`config.mk`:
```
export PLATFORM = sky130hd
export DESIGN_NAME = lock_to_key_encoder
export DESIGN_NICKNAME = d
export VERILOG_FILES = /design/src/lke_pkg.sv /design/src/lke_escape.sv /design/src/lock_to_key_encoder.sv
export SDC_FILE = /design/constraint.sdc
export NUM_CORES = 2
export LEC_CHECK = 0
export ABC_AREA = 1
export BUFFER_PORTS_ARGS = -buffer_cell sky130_fd_sc_hd__buf_4
export CORE_MARGIN = 2
export CORE_UTILIZATION = 35
export DETAILED_ROUTE_END_ITERATION = 8
export PLACE_DENSITY_LB_ADDON = 0.05
export SYNTH_ARGS = -nofsm -noshare
export SYNTH_HDL_FRONTEND = slang
export SYNTH_SLANG_ARGS = --single-unit
```
`constraint.sdc`:
```
create_clock -name clock -period 3 [get_ports clock]
set_input_delay 0.15 -clock clock [delete_from_list [all_inputs] [get_ports clock]]
set_output_delay 0.15 -clock clock [all_outputs]
set_load 0.01 [all_outputs]
```
`src/lke_pkg.sv`:
```
// Shared types and constants for the lock-to-key encoder.
// No dependencies; used by lke_escape and lock_to_key_encoder.
package lke_pkg;

   localparam int LOCK_DEPTH = 256;
   localparam int ADDR_W     = $clog2(LOCK_DEPTH);
   localparam int CNT_W      = $clog2(LOCK_DEPTH + 1);

   // escape word count and index of its final word
   localparam int          ESC_LEN  = 10;
   localparam int          IDX_W    = $clog2(ESC_LEN);
   localparam logic [IDX_W-1:0] ESC_LAST = IDX_W'(ESC_LEN - 1);

   localparam logic [7:0] KEY_FIX = 8'd5;

   typedef enum logic [1:0] {
      ST_DATA     = 2'd0,
      ST_NOMORE   = 2'd1,
      ST_SHORT    = 2'd2,
      ST_OVERFLOW = 2'd3
   } status_type;

   typedef enum logic [1:0] {
      S_IDLE,
      S_READ,
      S_SEND,
      S_STAT
   } state_type;

   typedef enum logic {
      REQ_LOAD = 1'b0,
      REQ_EMIT = 1'b1
   } req_type;

endpackage

```
`src/lke_escape.sv`:
```
// Key byte formatter: picks the word at a given position of the output run.
// Escaped keys become /%DCNddd%/; depends on lke_pkg.
module lke_escape (
   input  logic [7:0]               key,
   input  logic [lke_pkg::IDX_W-1:0] idx,
   output logic                     escaped,
   output logic [7:0]               word
);
   import lke_pkg::*;

   logic [7:0] d2, d1, d0;

   // only six keys escape, so the decimal digits come from a small table
   always_comb begin
      escaped = 1'b1;
      d2 = 8'h30;
      d1 = 8'h30;
      d0 = 8'h30;
      case (key)
         8'd0: begin
         end
         8'd5: begin
            d0 = 8'h35;
         end
         8'd36: begin
            d1 = 8'h33;
            d0 = 8'h36;
         end
         8'd96: begin
            d1 = 8'h39;
            d0 = 8'h36;
         end
         8'd124: begin
            d2 = 8'h31;
            d1 = 8'h32;
            d0 = 8'h34;
         end
         8'd126: begin
            d2 = 8'h31;
            d1 = 8'h32;
            d0 = 8'h36;
         end
         default: begin
            escaped = 1'b0;
         end
      endcase
   end

   always_comb begin
      if (!escaped) begin
         word = key;
      end else begin
         case (idx)
            IDX_W'(0): word = 8'h2F;   // '/'
            IDX_W'(1): word = 8'h25;   // '%'
            IDX_W'(2): word = 8'h44;   // 'D'
            IDX_W'(3): word = 8'h43;   // 'C'
            IDX_W'(4): word = 8'h4E;   // 'N'
            IDX_W'(5): word = d2;
            IDX_W'(6): word = d1;
            IDX_W'(7): word = d0;
            IDX_W'(8): word = 8'h25;   // '%'
            default:   word = 8'h2F;   // '/'
         endcase
      end
   end

endmodule

```
`src/lock_to_key_encoder.sv`:
```
// Top level of the lock-to-key encoder: lock store, sequencer, output register.
// Depends on lke_pkg and lke_escape.
//
// Lock bytes stream in one word per load request and are kept in a
// single-port-write, single-port-read synchronous store of LOCK_DEPTH bytes;
// a load flagged first_of_lock restarts the lock. Bytes past the depth are
// dropped and set a sticky overflow mark. Each emit request returns the next
// key byte: byte 0 is lock[0]^lock[n-1]^lock[n-2]^5, byte i is
// lock[i]^lock[i-1], nibble-swapped; keys 0, 5, 36, 96, 124 and 126 go out as
// the ten-word escape /%DCNddd%/. An emit with overflow, fewer than two bytes
// loaded, or past the end returns one status word instead (out_byte 0).
// An emit is accepted, then makes 2 store reads (3 for key byte 0) through
// the one read port, then sends 1 or 10 output words at one per cycle while
// the output is not stalled. A status emit is accepted and then sends its
// single word. One request is in flight at a time. The store has no reset;
// only entries written in the current lock are ever read.
module lock_to_key_encoder (
   input  logic       clock,
   input  logic       reset,
   // request channel
   input  logic       req_tvalid,
   output logic       req_tready,
   input  logic [7:0] req_tdata,   // [7:0] lock_byte
   input  logic [1:0] req_tuser,   // [0] req_type, [1] first_of_lock
   // response channel
   output logic       rsp_tvalid,
   input  logic       rsp_tready,
   output logic [7:0] rsp_tdata,   // [7:0] out_byte
   output logic       rsp_tlast,   // seq_last
   output logic [2:0] rsp_tuser    // [0] key_end, [2:1] status
);
   import lke_pkg::*;

   // lock store
   logic [7:0] lock_store [LOCK_DEPTH];
   logic              wr_en;
   logic [ADDR_W-1:0] wr_addr;
   logic [ADDR_W-1:0] rd_addr;
   logic [7:0]        rd_data_ff;

   always_ff @(posedge clock) begin
      if (wr_en) begin
         lock_store[wr_addr] <= req_tdata;
      end
      rd_data_ff <= lock_store[rd_addr];
   end

   // control state
   state_type         state_ff, state_in;
   logic [CNT_W-1:0]  cnt_ff, cnt_in;
   logic [CNT_W-1:0]  pos_ff, pos_in;
   logic              ovf_ff, ovf_in;

   // per-request working registers
   logic              zero_ff, zero_in;       // emitting key byte 0
   logic              end_ff, end_in;         // this request ends the key
   logic [ADDR_W-1:0] idx_ff, idx_in;         // key byte index
   logic [1:0]        step_ff, step_in;       // read whose data is arriving
   logic [7:0]        acc_ff, acc_in;
   logic [7:0]        key_ff, key_in;
   logic [IDX_W-1:0]  send_ff, send_in;
   status_type        stat_ff, stat_in;

   // output register
   logic              rsp_valid_ff, rsp_valid_in;
   logic [7:0]        rsp_byte_ff, rsp_byte_in;
   logic              rsp_last_ff, rsp_last_in;
   logic              rsp_end_ff, rsp_end_in;
   status_type        rsp_stat_ff, rsp_stat_in;

   logic              esc;
   logic [7:0]        esc_word;

   lke_escape u_escape (
      .key     (key_ff),
      .idx     (send_ff),
      .escaped (esc),
      .word    (esc_word)
   );

   logic             accept;
   logic             is_emit;
   logic             first;
   logic             out_free;
   logic [CNT_W-1:0] base;
   logic [CNT_W-1:0] pos_next;
   logic [CNT_W-1:0] cnt_less1;
   logic [CNT_W-1:0] cnt_less2;
   logic [7:0]       raw;
   logic             last_step;

   assign req_tready = (state_ff == S_IDLE);
   assign accept     = req_tvalid && req_tready;
   assign is_emit    = (req_tuser[0] == REQ_EMIT);
   assign first      = req_tuser[1];
   assign out_free   = !rsp_valid_ff || rsp_tready;
   assign base       = first ? '0 : cnt_ff;
   assign pos_next   = pos_ff + CNT_W'(1);
   assign cnt_less1  = cnt_ff - CNT_W'(1);
   assign cnt_less2  = cnt_ff - CNT_W'(2);
   assign last_step  = (step_ff == (zero_ff ? 2'd2 : 2'd1));
   assign raw        = acc_ff ^ rd_data_ff ^ (zero_ff ? KEY_FIX : 8'd0);

   always_comb begin
      state_in     = state_ff;
      cnt_in       = cnt_ff;
      pos_in       = pos_ff;
      ovf_in       = ovf_ff;
      zero_in      = zero_ff;
      end_in       = end_ff;
      idx_in       = idx_ff;
      step_in      = step_ff;
      acc_in       = acc_ff;
      key_in       = key_ff;
      send_in      = send_ff;
      stat_in      = stat_ff;
      rsp_valid_in = rsp_valid_ff && !rsp_tready;
      rsp_byte_in  = rsp_byte_ff;
      rsp_last_in  = rsp_last_ff;
      rsp_end_in   = rsp_end_ff;
      rsp_stat_in  = rsp_stat_ff;
      wr_en        = 1'b0;
      wr_addr      = base[ADDR_W-1:0];
      rd_addr      = pos_ff[ADDR_W-1:0];

      case (state_ff)
         S_IDLE: begin
            if (accept && !is_emit) begin
               if (first) begin
                  pos_in = '0;
                  ovf_in = 1'b0;
               end
               if (base < CNT_W'(LOCK_DEPTH)) begin
                  wr_en  = 1'b1;
                  cnt_in = base + CNT_W'(1);
               end else begin
                  ovf_in = 1'b1;
               end
            end else if (accept) begin
               if (ovf_ff) begin
                  stat_in  = ST_OVERFLOW;
                  state_in = S_STAT;
               end else if (cnt_ff < CNT_W'(2)) begin
                  stat_in  = ST_SHORT;
                  state_in = S_STAT;
               end else if (pos_ff >= cnt_ff) begin
                  stat_in  = ST_NOMORE;
                  state_in = S_STAT;
               end else begin
                  // first read (lock[i], or lock[0] for byte 0) goes out now
                  zero_in  = (pos_ff == '0);
                  idx_in   = pos_ff[ADDR_W-1:0];
                  end_in   = (pos_next == cnt_ff);
                  pos_in   = pos_next;
                  step_in  = 2'd0;
                  state_in = S_READ;
               end
            end
         end

         S_READ: begin
            // address for the read after the one now returning
            if (zero_ff) begin
               rd_addr = (step_ff == 2'd0) ? cnt_less1[ADDR_W-1:0]
                                             : cnt_less2[ADDR_W-1:0];
            end else begin
               rd_addr = idx_ff - ADDR_W'(1);
            end
            if (step_ff == 2'd0) begin
               acc_in = rd_data_ff;
            end else begin
               acc_in = acc_ff ^ rd_data_ff;
            end
            step_in = step_ff + 2'd1;
            if (last_step) begin
               key_in   = {raw[3:0], raw[7:4]};
               send_in  = '0;
               state_in = S_SEND;
            end
         end

         S_SEND: begin
            if (out_free) begin
               rsp_valid_in = 1'b1;
               rsp_byte_in  = esc_word;
               rsp_last_in  = !esc || (send_ff == ESC_LAST);
               rsp_end_in   = end_ff;
               rsp_stat_in  = ST_DATA;
               send_in      = send_ff + IDX_W'(1);
               if (!esc || (send_ff == ESC_LAST)) begin
                  state_in = S_IDLE;
               end
            end
         end

         S_STAT: begin
            if (out_free) begin
               rsp_valid_in = 1'b1;
               rsp_byte_in  = 8'd0;
               rsp_last_in  = 1'b1;
               rsp_end_in   = 1'b0;
               rsp_stat_in  = stat_ff;
               state_in     = S_IDLE;
            end
         end

         default: begin
            state_in = S_IDLE;
         end
      endcase
   end

   always_ff @(posedge clock) begin
      if (reset) begin
         state_ff     <= S_IDLE;
         cnt_ff       <= '0;
         pos_ff       <= '0;
         ovf_ff       <= 1'b0;
         rsp_valid_ff <= 1'b0;
      end else begin
         state_ff     <= state_in;
         cnt_ff       <= cnt_in;
         pos_ff       <= pos_in;
         ovf_ff       <= ovf_in;
         rsp_valid_ff <= rsp_valid_in;
      end
   end

   always_ff @(posedge clock) begin
      zero_ff     <= zero_in;
      end_ff      <= end_in;
      idx_ff      <= idx_in;
      step_ff     <= step_in;
      acc_ff      <= acc_in;
      key_ff      <= key_in;
      send_ff     <= send_in;
      stat_ff     <= stat_in;
      rsp_byte_ff <= rsp_byte_in;
      rsp_last_ff <= rsp_last_in;
      rsp_end_ff  <= rsp_end_in;
      rsp_stat_ff <= rsp_stat_in;
   end

   assign rsp_tvalid = rsp_valid_ff;
   assign rsp_tdata  = rsp_byte_ff;
   assign rsp_tlast  = rsp_last_ff;
   assign rsp_tuser  = {rsp_stat_ff, rsp_end_ff};

endmodule

```
Word-level counts from Yosys, hierarchy flattened. Memory sizes are Yosys's and may differ from the RTL's. A register that Yosys moved wholly into a read port is not among the register bits. Index checks and enable logic that the tools add are counted.

Input port bits: 14. RAM bits: 2048. Logic and storage cells: 162. Output and inout port bits: 14. Memories: 1. Register bits: 68.

Memory list: lock_store (depth 256, width 8, read ports 1, clocked after Yosys merged registers in 1, write ports 1, RTL line lock_to_key_encoder.sv:35) `logic [7:0] lock_store [LOCK_DEPTH];`.

Mux-type cells: 60. Eq/ne operators: 33. Reductions and logical operators: 34. Add/sub/neg operators: 7. $lt $le $gt $ge: 3. Bitwise logic cells: 6.

Operators by type and width (count): $mux W9 (7); $mux W8 (7); $pmux W7 S7 (1); $mux W2 (17); $eq A8 B7 Y1 const B (3); $ne A2 B2 Y1 const B (12); $reduce_and A6 Y1 (4); $add A9 B1 Y9 const B (2); $eq A4 B3 Y1 const B (4); $mux W1 (16); $pmux W8 S2 (1); $sub A8 B1 Y8 const B (2); $pmux W4 S3 (1); $reduce_and A3 Y1 (4); $eq A9 B9 Y1 (1); $ge A9 B9 Y1 (1); $logic_not A9 Y1 (1); $lt A9 B2 Y1 const B (1); $lt A9 B9 Y1 const B (1); $pmux W3 S3 (1); $eq A4 B2 Y1 const B (2); $eq A4 B4 Y1 const B (2); $eq A8 B3 Y1 const B (1); $eq A8 B6 Y1 const B (1); other kinds (29) (50).

Longest topological paths before layout.
Depth after elaboration: 8. Gate-level depth with buffers: 20.

Modules after synthesis. From an unflattened synthesis, not the netlist that was laid out.

Cell total of the unflattened synthesis: 8483. Area total of the unflattened synthesis: 92667.6 µm².

By module, submodules not included: lock_to_key_encoder (times used 1, cells an instance 8381, area an instance 92175.9 µm²); lke_escape (times used 1, cells an instance 102, area an instance 491.7 µm²).

Least setup slack after synthesis. No wires, ideal clock.

Path kind: reg2reg. Start point: reg state_ff[0]. End point: mem lock_store[15][0], enable pin. Cell stages (with the launch flop): 11. Data required time: 2630 ps. Setup slack: 418 ps. Data arrival time: 2212 ps. Path through: dfxtp_1 -> nor2_1 -> nand2_1 -> nor2_1 -> inv_1 -> nor2_1 -> clkinv_1 -> nor2_1 -> nand3_1 -> clkbuf_1 -> nor2_1.

Cells in the longest elaborated chain, start to end: 7.

Ends and longest elaborated chain: start: declaration (RTL line lock_to_key_encoder.sv:49) `state_type state_ff, state_in;`; start signal: assignment (RTL line lock_to_key_encoder.sv:221) `state_ff <= state_in;`; $logic_not A2 Y1 * (RTL line lock_to_key_encoder.sv:92) `assign req_tready = (state_ff == S_IDLE);`; named net req_tready (RTL line lock_to_key_encoder.sv:22) `output logic req_tready,`; $logic_and A1 B1 Y1 (RTL line lock_to_key_encoder.sv:93) `assign accept = req_tvalid && req_tready;`; $logic_and A1 B1 Y1 (RTL line lock_to_key_encoder.sv:128) `if (accept && !is_emit) begin`; $mux W1 (RTL line lock_to_key_encoder.sv:128); $mux W1 * (RTL line lock_to_key_encoder.sv:126) `case (state_ff)`; $mux W1 * (RTL line lock_to_key_encoder.sv:42) `if (wr_en) begin`; $mux W1 (implied by the code) * (RTL line lock_to_key_encoder.sv:43) `lock_store[wr_addr] <= req_tdata;`; end: declaration (RTL line lock_to_key_encoder.sv:35).

Mark *: on every way through the listed nets, which the timed path passes. The rest lies on a longest branch.

Worst setup path after layout.
Start point: reg step_ff[0]. End point: reg rd_data_ff[4] (read register of lock_store).

Cells in the longest elaborated chain, start to end: 4.

Ends and longest elaborated chain: start: declaration (RTL line lock_to_key_encoder.sv:58) `logic [1:0] step_ff, step_in;`; start signal: assignment (RTL line lock_to_key_encoder.sv:233) `step_ff <= step_in;`; $logic_not A2 Y1 (RTL line lock_to_key_encoder.sv:164) `rd_addr = (step_ff == 2'd0) ? cnt_less1[ADDR_W-1:0]`; $mux W8 (RTL line lock_to_key_encoder.sv:164); $mux W8 (RTL line lock_to_key_encoder.sv:163) `if (zero_ff) begin`; $mux W8 (RTL line lock_to_key_encoder.sv:126); end: declaration (RTL line lock_to_key_encoder.sv:39) `logic [7:0] rd_data_ff;`.

No other way between the ends. A chain may end at the register's enable or synchronous reset.

==> metrics.csv <==
metric,value,unit
status,finished with violations,
failed_checks,negative setup slack,
syn_nets,8490,
ys_warn_count,0,
wl,336.3,mm
drt_first_iter_violations,6253,
pin_count,28,
worst_slew_margin_rel,37.39,%
grt_usage,24.14,%
timing.final.crit_share,103.0,%
endpoint_kind,register,
die_y,517.7,µm
p_per_area,619.7,nW/µm²
hpwl,207.5,mm
ant_nets,0,
cp_cell_sequence,"inv_2, ha_4, inv_4, nand2_4, nand3_4, nand2_4, buf_12, nand2_8, buf_12, buf_12, buf_16, buf_16, nand2_1, nand3_1, nand3_1, nand3_1, nand3_1, buf_4, nand3_2, nand3_4, nand3_4, nand2_2",
cpPeakStageDelay,410,ps
final_cell_area,116000,µm²
synth.cell_area,92380,µm²
synthDistinctLibCells,36,
via_per_inst,5.134,
seqCellArea,63480,µm²
drv_slew,0,
rsz0062_at_grt,yes,
die_x,517.7,µm
critical_path.top_delay_family,simple AND/OR/NAND/NOR gates,
synthCells,8453,
cts_tree,done,
place_area,102900,µm²
cp_max_fo,20,
worst_pin_slew,939.2,ps
fin_ws,-89.59,ps
hp-class,input port to register,
dp_worst_setup_slack,-692.4,ps
area_growth,25.54,%
port_buffers,27,
htreeDepth,4,
start_util,35.19,%
finalHoldViolCount,0,
antenna_found_initial,7,
fin_skew,42.25,ps
drv_cap,0,
cp-start-kind,register,
root_buffer,clkbuf_16,
seq_area_frac_synth,68.72,%
clk_latency,880,ps
nets,9151,
grt_pass1_vias,64440,
arrival,3920,ps
core-area,262500,µm²
multi_input_comb_area,26200,µm²
path_buf_inv,8,
required,3830,ps
clockBufferDepth,3,
syn_area_per_cell,10.93,µm²
finalSetupViolCount,8,
fmax,0.3237,GHz
post-route-min-period,3090,ps
gp_congestion,0.8843,
slowest_stage,edfxtp_1,
clkTransAtPathRegs,60,ps
rows,188,
fill_cells,24730,
worst_path_most_repeated_cell,nand3_1,
drcViolationCount,0,
crit_type,register to register,
drive_gt1_share,18.22,%
dr.pass1.iters,8,
cts_buffers,236,
grt_overflow,0,
ir_drop,613.8,µV
clkSinkCount,2124,
leakagePower,44.97,nW
grt_max_degree,80,
vias,65860,
synth-seq-cells,2124,
grt_first_pass_wirelength,473.4,mm
dieArea,268100,µm²
fin_setup_tns,-440.2,ps
routedWlPerCell,26.22,µm
[cell usage in the layout (no fill, tap or decap), types with 4 or more instances in the layout]
cell type / instances
nor3_1: 11
clkinv_16: 5
dlygate4sd3_1: 14
nand3b_1: 469
buf_6: 48
buf_8: 22
clkinv_8: 4
o21ai_4: 5
nand2_4: 6
o21ai_0: 36
bufbuf_16: 6
o211ai_1: 105
buf_16: 45
ha_1: 22
nand3_2: 291
clkbuf_16: 272
clkinv_2: 40
buf_12: 163
bufinv_16: 28
clkinv_1: 70
a21oi_1: 36
nand4_1: 5
nand2_2: 32
nand2_1: 2268
xor2_1: 16
inv_6: 4
o22ai_1: 4
nand3_4: 69
dfxtp_1: 29
nand3_1: 1284
nor2_1: 358
clkbuf_1: 44
buf_4: 627
edfxtp_1: 2094
inv_1: 730
clkbuf_8: 6
inv_2: 5
[where the power goes]
part           switching [W]  leakage, nW  total, W  internal [W]
clock network         0.0123         3.80    0.0294        0.0170
logic                0.00620         22.1   0.00953       0.00333
registers           0.000250         19.1    0.0330        0.0327
[layout make-up]
type                       count  share of cell area [%]
sequential                  2124                   54.74
multi-input combinational   5045                   22.59
timing repair buffer         959                   9.714
clock buffer                 288                   5.349
tap                         3515                   3.792
inverter                     747                   2.455
clock inverter               147                   1.350
timing repair inverter         1                0.007552
antenna                        2                0.004315
[worst register-to-register path, delay by kind of cell, from the launching register on]
kind	cells	cell delay (ps)
and+or+nand+nor	13	1320
adders and majority gates	1	180
DFF	1	410
buffers and inverters	8	1130
[metrics by stage]
stage                     util (%)  instances  hold WS (ps)  total power (W)
final                        44.18      12830         143.9          0.07187
after global routing         44.18      12830         104.3          0.07418
after CTS                    43.22      12790         74.70          0.07174
after detailed placement     39.20      12270         457.8          0.04152
after global placement       39.20      12270         454.4          0.04154
after floorplan                  -       8453         219.1          0.03721
[Yosys cell counts, drive strengths merged]
cell | instances | area share, %
or2 | 1 | 0.0068
nand2 | 2307 | 9.4
o21a | 1 | 0.0081
clkinv | 8 | 0.033
o221ai | 1 | 0.0095
inv | 739 | 3.0
edfxtp | 2094 | 68
a221oi | 3 | 0.028
o2111ai | 2 | 0.019
a41oi | 1 | 0.0095
dfxtp | 30 | 0.65
o21ai | 42 | 0.24
clkbuf | 160 | 0.65
nor3 | 12 | 0.070
o211ai | 105 | 0.85
nand3 | 1644 | 8.9
a21oi | 37 | 0.20
xor2 | 16 | 0.15
nor2 | 361 | 1.5
ha | 23 | 0.31
nand4 | 5 | 0.034
nand3b | 469 | 3.8
nor4 | 3 | 0.020
a31oi | 3 | 0.020
o22ai | 4 | 0.027
xnor2 | 3 | 0.028
buf | 377 | 2.0
a211oi | 2 | 0.016
[sequential cells by signal, summed over array words and instances, names as in the netlist, 4 cells and up]
register / cells
idx_ff: 8
cnt_ff: 9
pos_ff: 9
send_ff: 4
rd_data_ff: 8
lock_store: 2048
rsp_tdata: 8
acc_ff: 8
key_ff: 8
[logic make-up (layout without fill, tap and decap cells)]
kind of cell / after synthesis / in the layout / share of synthesized area, %
buffers and inverters: 1284 / 2142 / 5.662
flip-flops: 2124 / 2124 / 68.72
AO/OA/AOI/OAI: 201 / 201 / 1.432
other: 0 / 2 / 0
XOR/XNOR: 19 / 19 / 0.1801
adder cells (fa/ha/maj): 23 / 23 / 0.3115
AND/OR/NAND/NOR: 4802 / 4802 / 23.70
[final timing paths]
path	cells past startpoint	to	startpoint	slack [ps]
hold / removal	3	pos_ff[1]	reset	140
setup reg to reg	22	rd_data_ff[4]	step_ff[0]	-90
setup / recovery	22	rd_data_ff[4]	step_ff[0]	-90
hold reg to reg	0	idx_ff[0]	pos_ff[0]	500
[routing by layer]
layer  part of all wire [%]  vias to the layer above  GRT usage, %
met1                     46                    33210         34.67
met5                      0                        -             0
met4                    2.5                        0         5.730
met3                    5.9                      401         3.702
li1                       -                    30400             -
met2                     46                     1847         38.31
[timing repair]
item / in CTS / in global routing
cloned: 23 / 34
hold buffers: 14 / 0
endpoints found under the setup margin: 8 / 30
pin swaps: 51 / 155
buffers inserted: 45 / 21
resized for setup: 294 / 355
hold endpoints to repair: 760 / 0
(Power assumes the default switching activity.)
